<file path="src/sv/sbph_pkg.sv">
// shared types and constants for the spectrum bar peak-hold block
// no dependencies; imported by the top level and by sbph_mag_pipe
package sbph_pkg;

    localparam int BIN_W     = 7;
    localparam int DATA_W    = 16;
    localparam int SQ_W      = 31;
    localparam int RAD_W     = 34;
    localparam int MAG_W     = 17;
    localparam int REM_W     = 18;
    localparam int DIV_W     = 8;
    localparam int BAR_W     = 6;
    localparam int CFG_IDX_W = 1;
    localparam int SQ_STEPS  = 17;
    localparam int DIV_STEPS = 6;

    localparam logic [DIV_W-1:0] LEVEL_DIVISOR_RST = 8'd4;
    localparam logic [BAR_W-1:0] BAR_LIMIT_RST     = 6'd63;

    typedef enum logic
    {
        OP_BIN   = 1'b0,
        OP_CLEAR = 1'b1
    } sbph_op_t;

    typedef enum logic [CFG_IDX_W-1:0]
    {
        REG_LEVEL_DIVISOR = 1'b0,
        REG_BAR_LIMIT     = 1'b1
    } sbph_reg_t;

    typedef struct packed
    {
        logic             valid;
        sbph_op_t         op;
        logic [BIN_W-1:0] bin;
    } sbph_ctl_t;

endpackage

</file>
<file path="src/sv/spectrum_bar_peak_hold_top.sv">
// top level of the spectrum bar peak-hold block
// depends on sbph_pkg, sbph_mag_pipe and sbph_ram
//
//   channel  | handshake                  | payload
//   ---------+----------------------------+------------------------------------------
//   item     | item_valid / item_ready    | opcode, bin_index, real_part, imag_part
//   result   | result_valid / result_ready| bin_out, magnitude, bar_height,
//            |                            | peak_level, show_peak
//   cfg      | cfg_valid / cfg_ready      | cfg_index, cfg_data
//
// one item per cycle while item_ready is high; result_valid rises once the item has
// passed squares, radicand, 17 root stages, 6 divide stages, peak update and output
// after reset the peak ram is zeroed one entry per cycle, with item_ready low until
// every entry is cleared; a clear item stalls the pipeline for a sweep of its own
// a stalled result is held in a skid register; item_ready then drops for
// as long as the skid register is full
module spectrum_bar_peak_hold_top #(
    parameter int BIN_COUNT = 128
) (
    input  logic        clk,
    input  logic        rst_n,
    input  logic        item_valid,
    output logic        item_ready,
    input  logic        opcode,
    input  logic [6:0]  bin_index,
    input  logic signed [15:0] real_part,
    input  logic signed [15:0] imag_part,
    output logic        result_valid,
    input  logic        result_ready,
    output logic [6:0]  bin_out,
    output logic [16:0] magnitude,
    output logic [5:0]  bar_height,
    output logic [5:0]  peak_level,
    output logic        show_peak,
    input  logic        cfg_valid,
    output logic        cfg_ready,
    input  logic [0:0]  cfg_index,
    input  logic [7:0]  cfg_data
);
    import sbph_pkg::*;

    localparam int AW = (BIN_COUNT > 1) ? $clog2(BIN_COUNT) : 1;
    localparam int BW = AW + BIN_W;

    typedef struct packed
    {
        logic [BIN_W-1:0] bin;
        logic [MAG_W-1:0] mag;
        logic [BAR_W-1:0] bar;
        logic [BAR_W-1:0] peak;
        logic             show;
    } res_t;

    // configuration
    logic [DIV_W-1:0] level_divisor_reg;
    logic [BAR_W-1:0] bar_limit_reg;

    assign cfg_ready = 1'b1;

    always_ff @(posedge clk or negedge rst_n)
    begin
        if (!rst_n)
        begin
            level_divisor_reg <= LEVEL_DIVISOR_RST;
            bar_limit_reg     <= BAR_LIMIT_RST;
        end
        else if (cfg_valid && cfg_ready)
        begin
            case (sbph_reg_t'(cfg_index))
                REG_LEVEL_DIVISOR: level_divisor_reg <= cfg_data;
                REG_BAR_LIMIT:     bar_limit_reg     <= cfg_data[BAR_W-1:0];
                default:           ;
            endcase
        end
    end

    // pipeline control
    logic      adv;
    logic      sweep_reg;
    logic      skid_valid_reg;
    sbph_ctl_t in_ctl;
    sbph_ctl_t p_ctl;
    logic [MAG_W-1:0] p_mag;
    logic [BAR_W-1:0] p_bar;

    assign adv        = !skid_valid_reg && !sweep_reg;
    assign item_ready = adv;

    always_comb
    begin
        in_ctl.valid = item_valid;
        in_ctl.op    = sbph_op_t'(opcode);
        in_ctl.bin   = bin_index;
    end

    sbph_mag_pipe u_mag (
        .clk           (clk),
        .rst_n         (rst_n),
        .en            (adv),
        .in_ctl        (in_ctl),
        .re            (real_part),
        .im            (imag_part),
        .level_divisor (level_divisor_reg),
        .bar_limit     (bar_limit_reg),
        .out_ctl       (p_ctl),
        .out_mag       (p_mag),
        .out_bar       (p_bar)
    );

    // peak store read, issued as the item enters the update stage
    logic [BW-1:0]    p_bin_wide;
    logic [AW-1:0]    rd_addr;
    logic [BAR_W-1:0] ram_rd;

    assign p_bin_wide = BW'(p_ctl.bin);
    assign rd_addr    = p_bin_wide[AW-1:0];

    // update stage
    sbph_ctl_t        r_ctl_reg;
    logic [MAG_W-1:0] r_mag_reg;
    logic [BAR_W-1:0] r_bar_reg;
    logic [BW-1:0]    r_bin_wide;
    logic [AW-1:0]    r_addr;
    logic             r_in_range;
    logic             fwd_valid_reg;
    logic [AW-1:0]    fwd_addr_reg;
    logic [BAR_W-1:0] fwd_data_reg;
    logic [BAR_W-1:0] peak;
    logic             show;
    logic [BAR_W-1:0] peak_new;
    logic             item_wr;
    res_t             r_res;
    logic [AW-1:0]    sweep_cnt_reg;
    logic             sweep_done;
    logic             clear_enter;
    logic             ram_wr_en;
    logic [AW-1:0]    ram_wr_addr;
    logic [BAR_W-1:0] ram_wr_data;

    always_ff @(posedge clk or negedge rst_n)
    begin
        if (!rst_n)
        begin
            r_ctl_reg <= '0;
        end
        else if (adv)
        begin
            r_ctl_reg <= p_ctl;
        end
    end

    always_ff @(posedge clk)
    begin
        if (adv)
        begin
            r_mag_reg <= p_mag;
            r_bar_reg <= p_bar;
        end
    end

    assign r_bin_wide = BW'(r_ctl_reg.bin);
    assign r_addr     = r_bin_wide[AW-1:0];
    assign r_in_range = (r_bin_wide < BW'(BIN_COUNT));

    always_comb
    begin
        if (!r_in_range)
        begin
            peak = '0;
        end
        else if (fwd_valid_reg && (fwd_addr_reg == r_addr))
        begin
            peak = fwd_data_reg;
        end
        else
        begin
            peak = ram_rd;
        end
        show = !(r_bar_reg > peak);
        if (!show)
        begin
            peak_new = r_bar_reg;
        end
        else if (peak != '0)
        begin
            peak_new = peak - BAR_W'(1);
        end
        else
        begin
            peak_new = '0;
        end
    end

    assign item_wr = adv && r_ctl_reg.valid && (r_ctl_reg.op == OP_BIN) && r_in_range;

    always_comb
    begin
        r_res.bin = r_ctl_reg.bin;
        if (r_ctl_reg.op == OP_CLEAR)
        begin
            r_res.mag  = '0;
            r_res.bar  = '0;
            r_res.peak = '0;
            r_res.show = 1'b0;
        end
        else
        begin
            r_res.mag  = r_mag_reg;
            r_res.bar  = r_bar_reg;
            r_res.peak = peak;
            r_res.show = show;
        end
    end

    // clearing sweep: after reset, and when a clear enters the update stage
    assign sweep_done  = (sweep_cnt_reg == AW'(BIN_COUNT - 1));
    assign clear_enter = adv && p_ctl.valid && (p_ctl.op == OP_CLEAR);

    always_ff @(posedge clk or negedge rst_n)
    begin
        if (!rst_n)
        begin
            sweep_reg     <= 1'b1;
            sweep_cnt_reg <= '0;
        end
        else if (sweep_reg)
        begin
            if (sweep_done)
            begin
                sweep_reg <= 1'b0;
            end
            sweep_cnt_reg <= sweep_cnt_reg + AW'(1);
        end
        else if (clear_enter)
        begin
            sweep_reg     <= 1'b1;
            sweep_cnt_reg <= '0;
        end
    end

    // last write, forwarded to a read that overlapped it
    always_ff @(posedge clk or negedge rst_n)
    begin
        if (!rst_n)
        begin
            fwd_valid_reg <= 1'b0;
        end
        else if (sweep_reg)
        begin
            fwd_valid_reg <= 1'b0;
        end
        else if (item_wr)
        begin
            fwd_valid_reg <= 1'b1;
        end
    end

    always_ff @(posedge clk)
    begin
        if (item_wr)
        begin
            fwd_addr_reg <= r_addr;
            fwd_data_reg <= peak_new;
        end
    end

    assign ram_wr_en   = sweep_reg || item_wr;
    assign ram_wr_addr = sweep_reg ? sweep_cnt_reg : r_addr;
    assign ram_wr_data = sweep_reg ? '0 : peak_new;

    sbph_ram #(
        .WIDTH (BAR_W),
        .DEPTH (BIN_COUNT)
    ) u_peak_ram (
        .clk     (clk),
        .wr_en   (ram_wr_en),
        .wr_addr (ram_wr_addr),
        .wr_data (ram_wr_data),
        .rd_en   (adv),
        .rd_addr (rd_addr),
        .rd_data (ram_rd)
    );

    // output register and skid register
    logic result_valid_reg;
    res_t out_reg;
    res_t skid_reg;
    logic push;
    logic pop;

    assign push = adv && r_ctl_reg.valid;
    assign pop  = result_valid_reg && result_ready;

    always_ff @(posedge clk or negedge rst_n)
    begin
        if (!rst_n)
        begin
            result_valid_reg <= 1'b0;
            skid_valid_reg   <= 1'b0;
        end
        else if (!result_valid_reg || pop)
        begin
            if (skid_valid_reg)
            begin
                result_valid_reg <= 1'b1;
                skid_valid_reg   <= 1'b0;
            end
            else
            begin
                result_valid_reg <= push;
            end
        end
        else if (push)
        begin
            skid_valid_reg <= 1'b1;
        end
    end

    always_ff @(posedge clk)
    begin
        if (!result_valid_reg || pop)
        begin
            if (skid_valid_reg)
            begin
                out_reg <= skid_reg;
            end
            else if (push)
            begin
                out_reg <= r_res;
            end
        end
        else if (push)
        begin
            skid_reg <= r_res;
        end
    end

    assign result_valid = result_valid_reg;
    assign bin_out      = out_reg.bin;
    assign magnitude    = out_reg.mag;
    assign bar_height   = out_reg.bar;
    assign peak_level   = out_reg.peak;
    assign show_peak    = out_reg.show;

    // checks
    a_skid_behind_out: assert property (@(posedge clk) disable iff (!rst_n)
        skid_valid_reg |-> result_valid_reg)
        else $error("skid register full while output register empty");

    a_sweep_on_clear: assert property (@(posedge clk) disable iff (!rst_n)
        $rose(sweep_reg) |-> (r_ctl_reg.valid && (r_ctl_reg.op == OP_CLEAR)))
        else $error("clearing sweep started without a clear transaction");

    a_no_item_write_in_sweep: assert property (@(posedge clk) disable iff (!rst_n)
        item_wr |-> (!sweep_reg && r_in_range))
        else $error("peak write collides with clearing sweep");

endmodule

</file>
<file path="src/sv/sbph_ram.sv">
// generic single-write, single-read synchronous ram with registered read
// no dependencies; holds the per-bin peak levels
module sbph_ram #(
    parameter int WIDTH = 6,
    parameter int DEPTH = 128,
    localparam int AW   = (DEPTH > 1) ? $clog2(DEPTH) : 1
) (
    input  logic             clk,
    input  logic             wr_en,
    input  logic [AW-1:0]    wr_addr,
    input  logic [WIDTH-1:0] wr_data,
    input  logic             rd_en,
    input  logic [AW-1:0]    rd_addr,
    output logic [WIDTH-1:0] rd_data
);

    logic [WIDTH-1:0] mem [DEPTH];

    always_ff @(posedge clk)
    begin
        if (wr_en)
        begin
            mem[wr_addr] <= wr_data;
        end
    end

    always_ff @(posedge clk)
    begin
        if (rd_en)
        begin
            rd_data <= mem[rd_addr];
        end
    end

endmodule

</file>
<file path="src/sv/sbph_mag_pipe.sv">
// magnitude pipeline: squares, digit-by-digit square root, saturating divide
// depends on sbph_pkg
module sbph_mag_pipe (
    input  logic                         clk,
    input  logic                         rst_n,
    input  logic                         en,
    input  sbph_pkg::sbph_ctl_t          in_ctl,
    input  logic signed [15:0]           re,
    input  logic signed [15:0]           im,
    input  logic [7:0]                   level_divisor,
    input  logic [5:0]                   bar_limit,
    output sbph_pkg::sbph_ctl_t          out_ctl,
    output logic [16:0]                  out_mag,
    output logic [5:0]                   out_bar
);
    import sbph_pkg::*;

    typedef struct packed
    {
        logic [REM_W-1:0] rem;
        logic [MAG_W-1:0] root;
        logic [RAD_W-1:0] rad;
    } sq_t;

    typedef struct packed
    {
        logic [MAG_W-1:0] rem;
        logic [BAR_W-1:0] quo;
        logic             sat;
    } dv_t;

    function automatic sq_t sqrt_step(input sq_t s);
        logic [REM_W+1:0] acc;
        logic [REM_W+1:0] trial;
        sq_t              r;
        acc   = {s.rem, s.rad[RAD_W-1 -: 2]};
        trial = (REM_W+2)'({s.root, 2'b01});
        r.rad = {s.rad[RAD_W-3:0], 2'b00};
        if (acc >= trial)
        begin
            r.rem  = REM_W'(acc - trial);
            r.root = {s.root[MAG_W-2:0], 1'b1};
        end
        else
        begin
            r.rem  = acc[REM_W-1:0];
            r.root = {s.root[MAG_W-2:0], 1'b0};
        end
        return r;
    endfunction

    function automatic dv_t div_step(input dv_t s, input logic [MAG_W-1:0] dd);
        dv_t r;
        r.sat = s.sat;
        if (s.rem >= dd)
        begin
            r.rem = s.rem - dd;
            r.quo = {s.quo[BAR_W-2:0], 1'b1};
        end
        else
        begin
            r.rem = s.rem;
            r.quo = {s.quo[BAR_W-2:0], 1'b0};
        end
        return r;
    endfunction

    // squares
    sbph_ctl_t         a_ctl_reg;
    logic [SQ_W-1:0]   a_re2_reg;
    logic [SQ_W-1:0]   a_im2_reg;
    logic signed [31:0] re_sq;
    logic signed [31:0] im_sq;

    assign re_sq = 32'(re) * 32'(re);
    assign im_sq = 32'(im) * 32'(im);

    always_ff @(posedge clk or negedge rst_n)
    begin
        if (!rst_n)
        begin
            a_ctl_reg <= '0;
        end
        else if (en)
        begin
            a_ctl_reg <= in_ctl;
        end
    end

    always_ff @(posedge clk)
    begin
        if (en)
        begin
            a_re2_reg <= re_sq[SQ_W-1:0];
            a_im2_reg <= im_sq[SQ_W-1:0];
        end
    end

    // radicand, quadrupled for non-dc bins
    sbph_ctl_t       sq_ctl_reg [SQ_STEPS+1];
    sq_t             sq_reg     [SQ_STEPS+1];
    logic [SQ_W:0]   sum;
    sq_t             sq_first;

    assign sum = {1'b0, a_re2_reg} + {1'b0, a_im2_reg};

    always_comb
    begin
        sq_first.rem  = '0;
        sq_first.root = '0;
        if (a_ctl_reg.bin == '0)
        begin
            sq_first.rad = {2'b00, sum};
        end
        else
        begin
            sq_first.rad = {sum, 2'b00};
        end
    end

    always_ff @(posedge clk or negedge rst_n)
    begin
        if (!rst_n)
        begin
            sq_ctl_reg[0] <= '0;
        end
        else if (en)
        begin
            sq_ctl_reg[0] <= a_ctl_reg;
        end
    end

    always_ff @(posedge clk)
    begin
        if (en)
        begin
            sq_reg[0] <= sq_first;
        end
    end

    // one root bit per stage
    for (genvar k = 0; k < SQ_STEPS; k++)
    begin : g_sqrt
        always_ff @(posedge clk or negedge rst_n)
        begin
            if (!rst_n)
            begin
                sq_ctl_reg[k+1] <= '0;
            end
            else if (en)
            begin
                sq_ctl_reg[k+1] <= sq_ctl_reg[k];
            end
        end

        always_ff @(posedge clk)
        begin
            if (en)
            begin
                sq_reg[k+1] <= sqrt_step(sq_reg[k]);
            end
        end
    end

    // one quotient bit per stage, overflow past the bar range saturates
    logic [DIV_W-1:0] div_eff;
    sbph_ctl_t        dv_ctl_reg [DIV_STEPS];
    dv_t              dv_reg     [DIV_STEPS];
    logic [MAG_W-1:0] dv_mag_reg [DIV_STEPS];
    dv_t              dv_first;

    assign div_eff = (level_divisor == '0) ? DIV_W'(1) : level_divisor;

    always_comb
    begin
        dv_first.rem = sq_reg[SQ_STEPS].root;
        dv_first.quo = '0;
        dv_first.sat = (sq_reg[SQ_STEPS].root >= MAG_W'({div_eff, {BAR_W{1'b0}}}));
    end

    for (genvar j = 0; j < DIV_STEPS; j++)
    begin : g_div
        localparam int SH = DIV_STEPS - 1 - j;
        sbph_ctl_t        ctl_src;
        dv_t              dv_src;
        logic [MAG_W-1:0] mag_src;
        logic [MAG_W-1:0] dd;

        if (j == 0)
        begin : g_head
            assign ctl_src = sq_ctl_reg[SQ_STEPS];
            assign dv_src  = dv_first;
            assign mag_src = sq_reg[SQ_STEPS].root;
        end
        else
        begin : g_body
            assign ctl_src = dv_ctl_reg[j-1];
            assign dv_src  = dv_reg[j-1];
            assign mag_src = dv_mag_reg[j-1];
        end

        assign dd = MAG_W'(div_eff) << SH;

        always_ff @(posedge clk or negedge rst_n)
        begin
            if (!rst_n)
            begin
                dv_ctl_reg[j] <= '0;
            end
            else if (en)
            begin
                dv_ctl_reg[j] <= ctl_src;
            end
        end

        always_ff @(posedge clk)
        begin
            if (en)
            begin
                dv_reg[j]     <= div_step(dv_src, dd);
                dv_mag_reg[j] <= mag_src;
            end
        end
    end

    assign out_ctl = dv_ctl_reg[DIV_STEPS-1];
    assign out_mag = dv_mag_reg[DIV_STEPS-1];

    always_comb
    begin
        if (dv_reg[DIV_STEPS-1].sat || (dv_reg[DIV_STEPS-1].quo > bar_limit))
        begin
            out_bar = bar_limit;
        end
        else
        begin
            out_bar = dv_reg[DIV_STEPS-1].quo;
        end
    end

endmodule
</file>
<file path="config.mk">
export PLATFORM = sky130hd
export DESIGN_NAME = spectrum_bar_peak_hold_top
export DESIGN_NICKNAME = d
export VERILOG_FILES = /design/src/sv/sbph_pkg.sv /design/src/sv/spectrum_bar_peak_hold_top.sv /design/src/sv/sbph_ram.sv /design/src/sv/sbph_mag_pipe.sv
export SDC_FILE = /design/constraint.sdc
export NUM_CORES = 2
export LEC_CHECK = 0
export BUFFER_PORTS_ARGS = -buffer_cell sky130_fd_sc_hd__buf_2
export CAP_MARGIN = 20
export CORE_MARGIN = 5
export CORE_UTILIZATION = 50
export DETAILED_ROUTE_END_ITERATION = 6
export PLACE_DENSITY = 0.65
export SLEW_MARGIN = 20
export SYNTH_ARGS = -nofsm -noshare
export SYNTH_HDL_FRONTEND = slang
export SYNTH_SLANG_ARGS = --single-unit
</file>
<file path="constraint.sdc">
create_clock -name clk -period 39.7 [get_ports clk]
set_clock_uncertainty 0.15 [all_clocks]
set_input_delay 5.955 -clock clk [delete_from_list [all_inputs] [get_ports clk]]
set_output_delay 5.955 -clock clk [all_outputs]
set_load 0.05 [all_outputs]
</file>
==> summary.md <==
| Metric | Value |
|---|---|
| Status | `complete, no violations` |
| # fillers | `16724` |
| CTS resizes | `0` |
| Synth cell types | `78` |
| Gr ovfl total | `0` |
| Hold Startpoint | `u_mag.dv_mag_reg[0][15]` |
| Placed insts | `10217` |
| Area growth syn-to-layout | `10.3%` |
| Postcts setup bufs | `0` |
| Critical R2R Launch | `r_addr[4]` |
| Vias | `57561` |
| Row cnt | `169` |
| Cell Area, Synth | `0.107 mm^2` |
| Die X | `472 um` |
| Initial antenna violation count | `3` |
| Crit path kind | `primary input to flop` |
| Clock Latency Late Sink | `0.87 ns` |
| Register area share after synthesis | `58.8%` |
| Drc violations | `0` |
| Prevailing post-synth register cell | `edfxtp_1` |
| Layout Cells excl Fill | `10609` |
| Cts-stage hold buffer count | `0` |
| Leakage power | `0.0447 uW` |
| Power, Total | `8430 uW` |
| Min cycle time layout | `12.31 ns` |
| Adder-cell share of the synthesized area | `14.0%` |
| Layout cell share with drive strength beyond 1 | `14.1%` |
| R2R Path End | `u_peak_ram.mem[18][2]` |
| Synth Area in Simple Gates | `6.70%` |
| Net Sw Frac | `34.9%` |
| Synth Net Count | `8417` |
| Post-route ant nets | `0` |
| Period utilization | `31.0%` |
| Part of the power in the clock network | `23.8%` |
| Net switching power | `2940 uW` |
| Final setup fails | `0` |
| Clk buf depth | `3` |
| Clock-pin slew on the worst setup and hold paths | `0.06 ns` |
| Yosys warns | `0` |
| Hold path cells | `0` |
| Initial Util | `50.2%` |
| Reg2Reg Depth | `15` |
| Root buffer cell | `clkbuf_16` |
| XOR/XNOR Fraction of Synth Area | `2.87%` |
| Clock sink count | `2129` |
| Worst-Margin Slew | `1.13 ns` |
| Arr. time, crit path | `12.75 ns` |
| # port buffers | `92` |
| WHS Endpoint | `u_mag.dv_mag_reg[1][15]` |
| Max cap viols | `0` |
| Hold Vio Cnt, Final | `0` |
| TNS Setup | `0 ns` |
| # IOs | `94` |
| Routability cong. | `0.871` |
| CTS tree | `yes` |
| Largest register FFs | `768` |
| Seq. cell area | `0.0627 mm^2` |
| Peak VDD IR | `0.126 mV` |
| R2R Setup Slk | `33.80 ns` |
| Comb pwr share | `42.1%` |
| GRT Util Overall | `18.5%` |
| CP Launch Type | `primary input` |
| Core area | `0.212 mm^2` |
| Number of global-route vias before repair | `60000` |
| Worst EP required | `40.14 ns` |
| Die Y | `472 um` |
| Power Density | `71.7 mW/mm^2` |
| Max frequency | `0.0812 GHz` |
| Syn Area/Cell | `14.3 um^2` |
| Largest family of logic cells by synthesized area | `adder cells` |
| Yosys reg bits | `2129` |
| Via-to-Cell Ratio | `5.43` |
| Mux contribution to synthesized area | `8.76%` |
| Async S/R FF share, synth | `12.2%` |
| Type of the worst min-delay path | `flop to flop` |
| Internal | `5480 uW` |
| Final #Nets | `8570` |
| Drt first pass iters | `6` |
| Syn Inst Count | `7453` |
| Number of synthesized flops with an enable pin | `1870` |
| Sequential share of power | `34.1%` |
| Iteration-0 DRC Markers | `3856` |
| Pin count of the biggest net entering global routing | `188` |
| Area of the multi-input gates | `0.0396 mm^2` |
| HPWL Detailed | `142 mm` |
| Slew Viols, Final | `0` |
| CP endpoint kind | `flop` |
| Max Fanout on Critical Path | `18` |
| Routed WL per cell | `19.3 um` |
| Worst slew margin relative to its limit | `24.2%` |
| CTS Buf Count | `205` |
| DIE AREA | `0.222 mm^2` |
| First-pass GRT wire length | `328 mm` |
| Final wirelength | `204 mm` |
| Post-synthesis compound-gate area fraction | `4.77%` |
| H-Tree Depth | `4` |
| RSZ-0062 raised after global routing | `no` |
## cell type report
class / instances / area share (%)
Clock inverter: 121 / 1.34
Multi-Input combinational cell: 4167 / 33.7
Sequential cell: 2129 / 53.3
Tap cell: 2821 / 3.00
Inverter: 959 / 3.06
Timing Repair Buffer: 144 / 0.834
Clock buffer: 265 / 4.75
Antenna cell: 3 / 0.00639
## critical path: stages
cell	delay, ns
buf_2	0.28
clkinv_1	0.54
nor2_1	0.27
xnor2_1	0.10
ha_1	0.28
inv_1	0.05
fa_1	0.53
inv_1	0.05
fa_1	0.50
fa_1	0.52
fa_1	0.56
inv_1	0.06
fa_1	0.53
inv_1	0.04
ha_1	0.35
a21o_1	0.17
a21o_1	0.20
o41ai_1	0.86
o221a_2	0.36
a21oi_1	0.10
a21o_1	0.19
a21oi_1	0.16
xnor2_1	0.07
## cells in the mapped netlist (10+ instances only)
| library cell | number | area share, % |
|---|---|---|
| nand2b_1 | 60 | 0.35 |
| o211ai_1 | 15 | 0.11 |
| nor2_1 | 467 | 1.6 |
| nand3_1 | 77 | 0.36 |
| or2_2 | 34 | 0.20 |
| nand2_1 | 433 | 1.5 |
| a21o_1 | 65 | 0.46 |
| or3_1 | 35 | 0.21 |
| a21boi_0 | 25 | 0.18 |
| inv_1 | 954 | 3.4 |
| edfxtp_1 | 1870 | 53 |
| xor2_1 | 143 | 1.2 |
| nor4_1 | 52 | 0.31 |
| o21a_1 | 67 | 0.47 |
| a211oi_1 | 21 | 0.15 |
| a31oi_1 | 16 | 0.094 |
| o31a_1 | 10 | 0.082 |
| nor3_1 | 96 | 0.45 |
| o31ai_1 | 53 | 0.37 |
| ha_1 | 444 | 5.2 |
| o21ai_0 | 203 | 0.95 |
| nor2b_1 | 77 | 0.45 |
| a21oi_1 | 229 | 1.1 |
| mux2i_1 | 19 | 0.18 |
| dfrtp_1 | 251 | 5.9 |
| buf_1 | 18 | 0.063 |
| and2_1 | 81 | 0.48 |
| and3_1 | 25 | 0.15 |
| nand4_1 | 36 | 0.21 |
| xnor2_1 | 206 | 1.7 |
| buf_2 | 21 | 0.099 |
| o21bai_1 | 16 | 0.11 |
| mux2_2 | 307 | 3.2 |
| mux4_2 | 252 | 5.3 |
| clkbuf_1 | 151 | 0.53 |
| nand3b_1 | 16 | 0.11 |
| fa_1 | 466 | 8.8 |
## worst max path at each step
| stage | startpoint | endpoint | slack (ns) | cells after the start |
|---|---|---|---|---|
| finish | imag_part[15] | u_mag.a_im2_reg[30] | 27.39 | 23 |
| CTS | imag_part[15] | u_mag.a_im2_reg[30] | 27.50 | 23 |
| floorplan | skid_valid_reg | item_ready | 4.65 | 4 |
| detailed placement | imag_part[15] | u_mag.a_im2_reg[30] | 26.55 | 23 |
| global route | imag_part[15] | u_mag.a_im2_reg[30] | 27.02 | 23 |
| global placement | imag_part[15] | u_mag.a_im2_reg[29] | 26.61 | 22 |
## kinds of logic (layout without fill, tap and decap cells)
| logic type | count (synthesis) | count (layout) |
|---|---|---|
| flops | 2129 | 2129 |
| mux | 579 | 579 |
| fa+ha+maj | 910 | 910 |
| compound gates | 807 | 807 |
| xor+xnor | 349 | 349 |
| buf+inv | 1157 | 1489 |
| other cells | 2 | 5 |
| simple gates | 1520 | 1520 |
## metrics by stage
| step | setup slack [ns] | util (%) | instance area, um^2 | hold WS [ns] |
|---|---|---|---|---|
| final | 27.39 | 55.4 | 118000 | 0.211 |
| after global routing | 27.02 | 55.4 | 118000 | 0.213 |
| after CTS | 27.50 | 55.4 | 117000 | 0.212 |
| after detailed placement | 26.55 | 52.0 | 110000 | 0.255 |
| after global placement | 26.61 | 52.0 | 110000 | 0.250 |
| after floorplan | 4.65 | - | 107000 | 0.250 |
## routing by layer
layer,GRT usage [%],wire length [um],vias to the layer above
met3,2.79,9480,324
met5,0,13,-
met4,5.58,5770,2
met2,32.8,105000,1370
met1,23.6,84000,29027
li1,-,-,26838
## layout by cell type (no fill, tap or decap), types with 16 or more instances in the layout
master	n
clkinv_2	31
nor2b_1	75
a21boi_0	25
nor4_1	51
xnor2_1	206
nand3b_1	16
nand4_1	36
o21ai_0	203
edfxtp_1	1870
clkbuf_16	209
mux2i_1	19
o21a_1	67
or2_2	34
and3_1	25
dfrtp_1	247
ha_1	444
o21bai_1	16
nand2b_1	60
fa_1	466
nand2_1	433
mux4_2	252
xor2_1	143
o31ai_1	53
clkbuf_1	40
nand3_1	75
a211oi_1	20
a21o_1	65
bufinv_16	24
and2_1	75
nor2_1	464
a31oi_1	16
buf_4	43
buf_2	91
clkinv_1	38
mux2_2	307
or3_1	35
inv_1	954
a21oi_1	228
nor3_1	94
## power by group through the flow
stage	clock network (uW)	logic [uW]	registers, uW
4_1_cts	2060	3580	2890
5_1_grt	2160	3970	2890
3_3_place_gp	0	3500	2920
3_5_place_dp	0	3560	2930
2_1_floorplan	0	2700	2860
6_report	2010	3550	2870
Note: power is estimated with default switching activity, not from simulation.
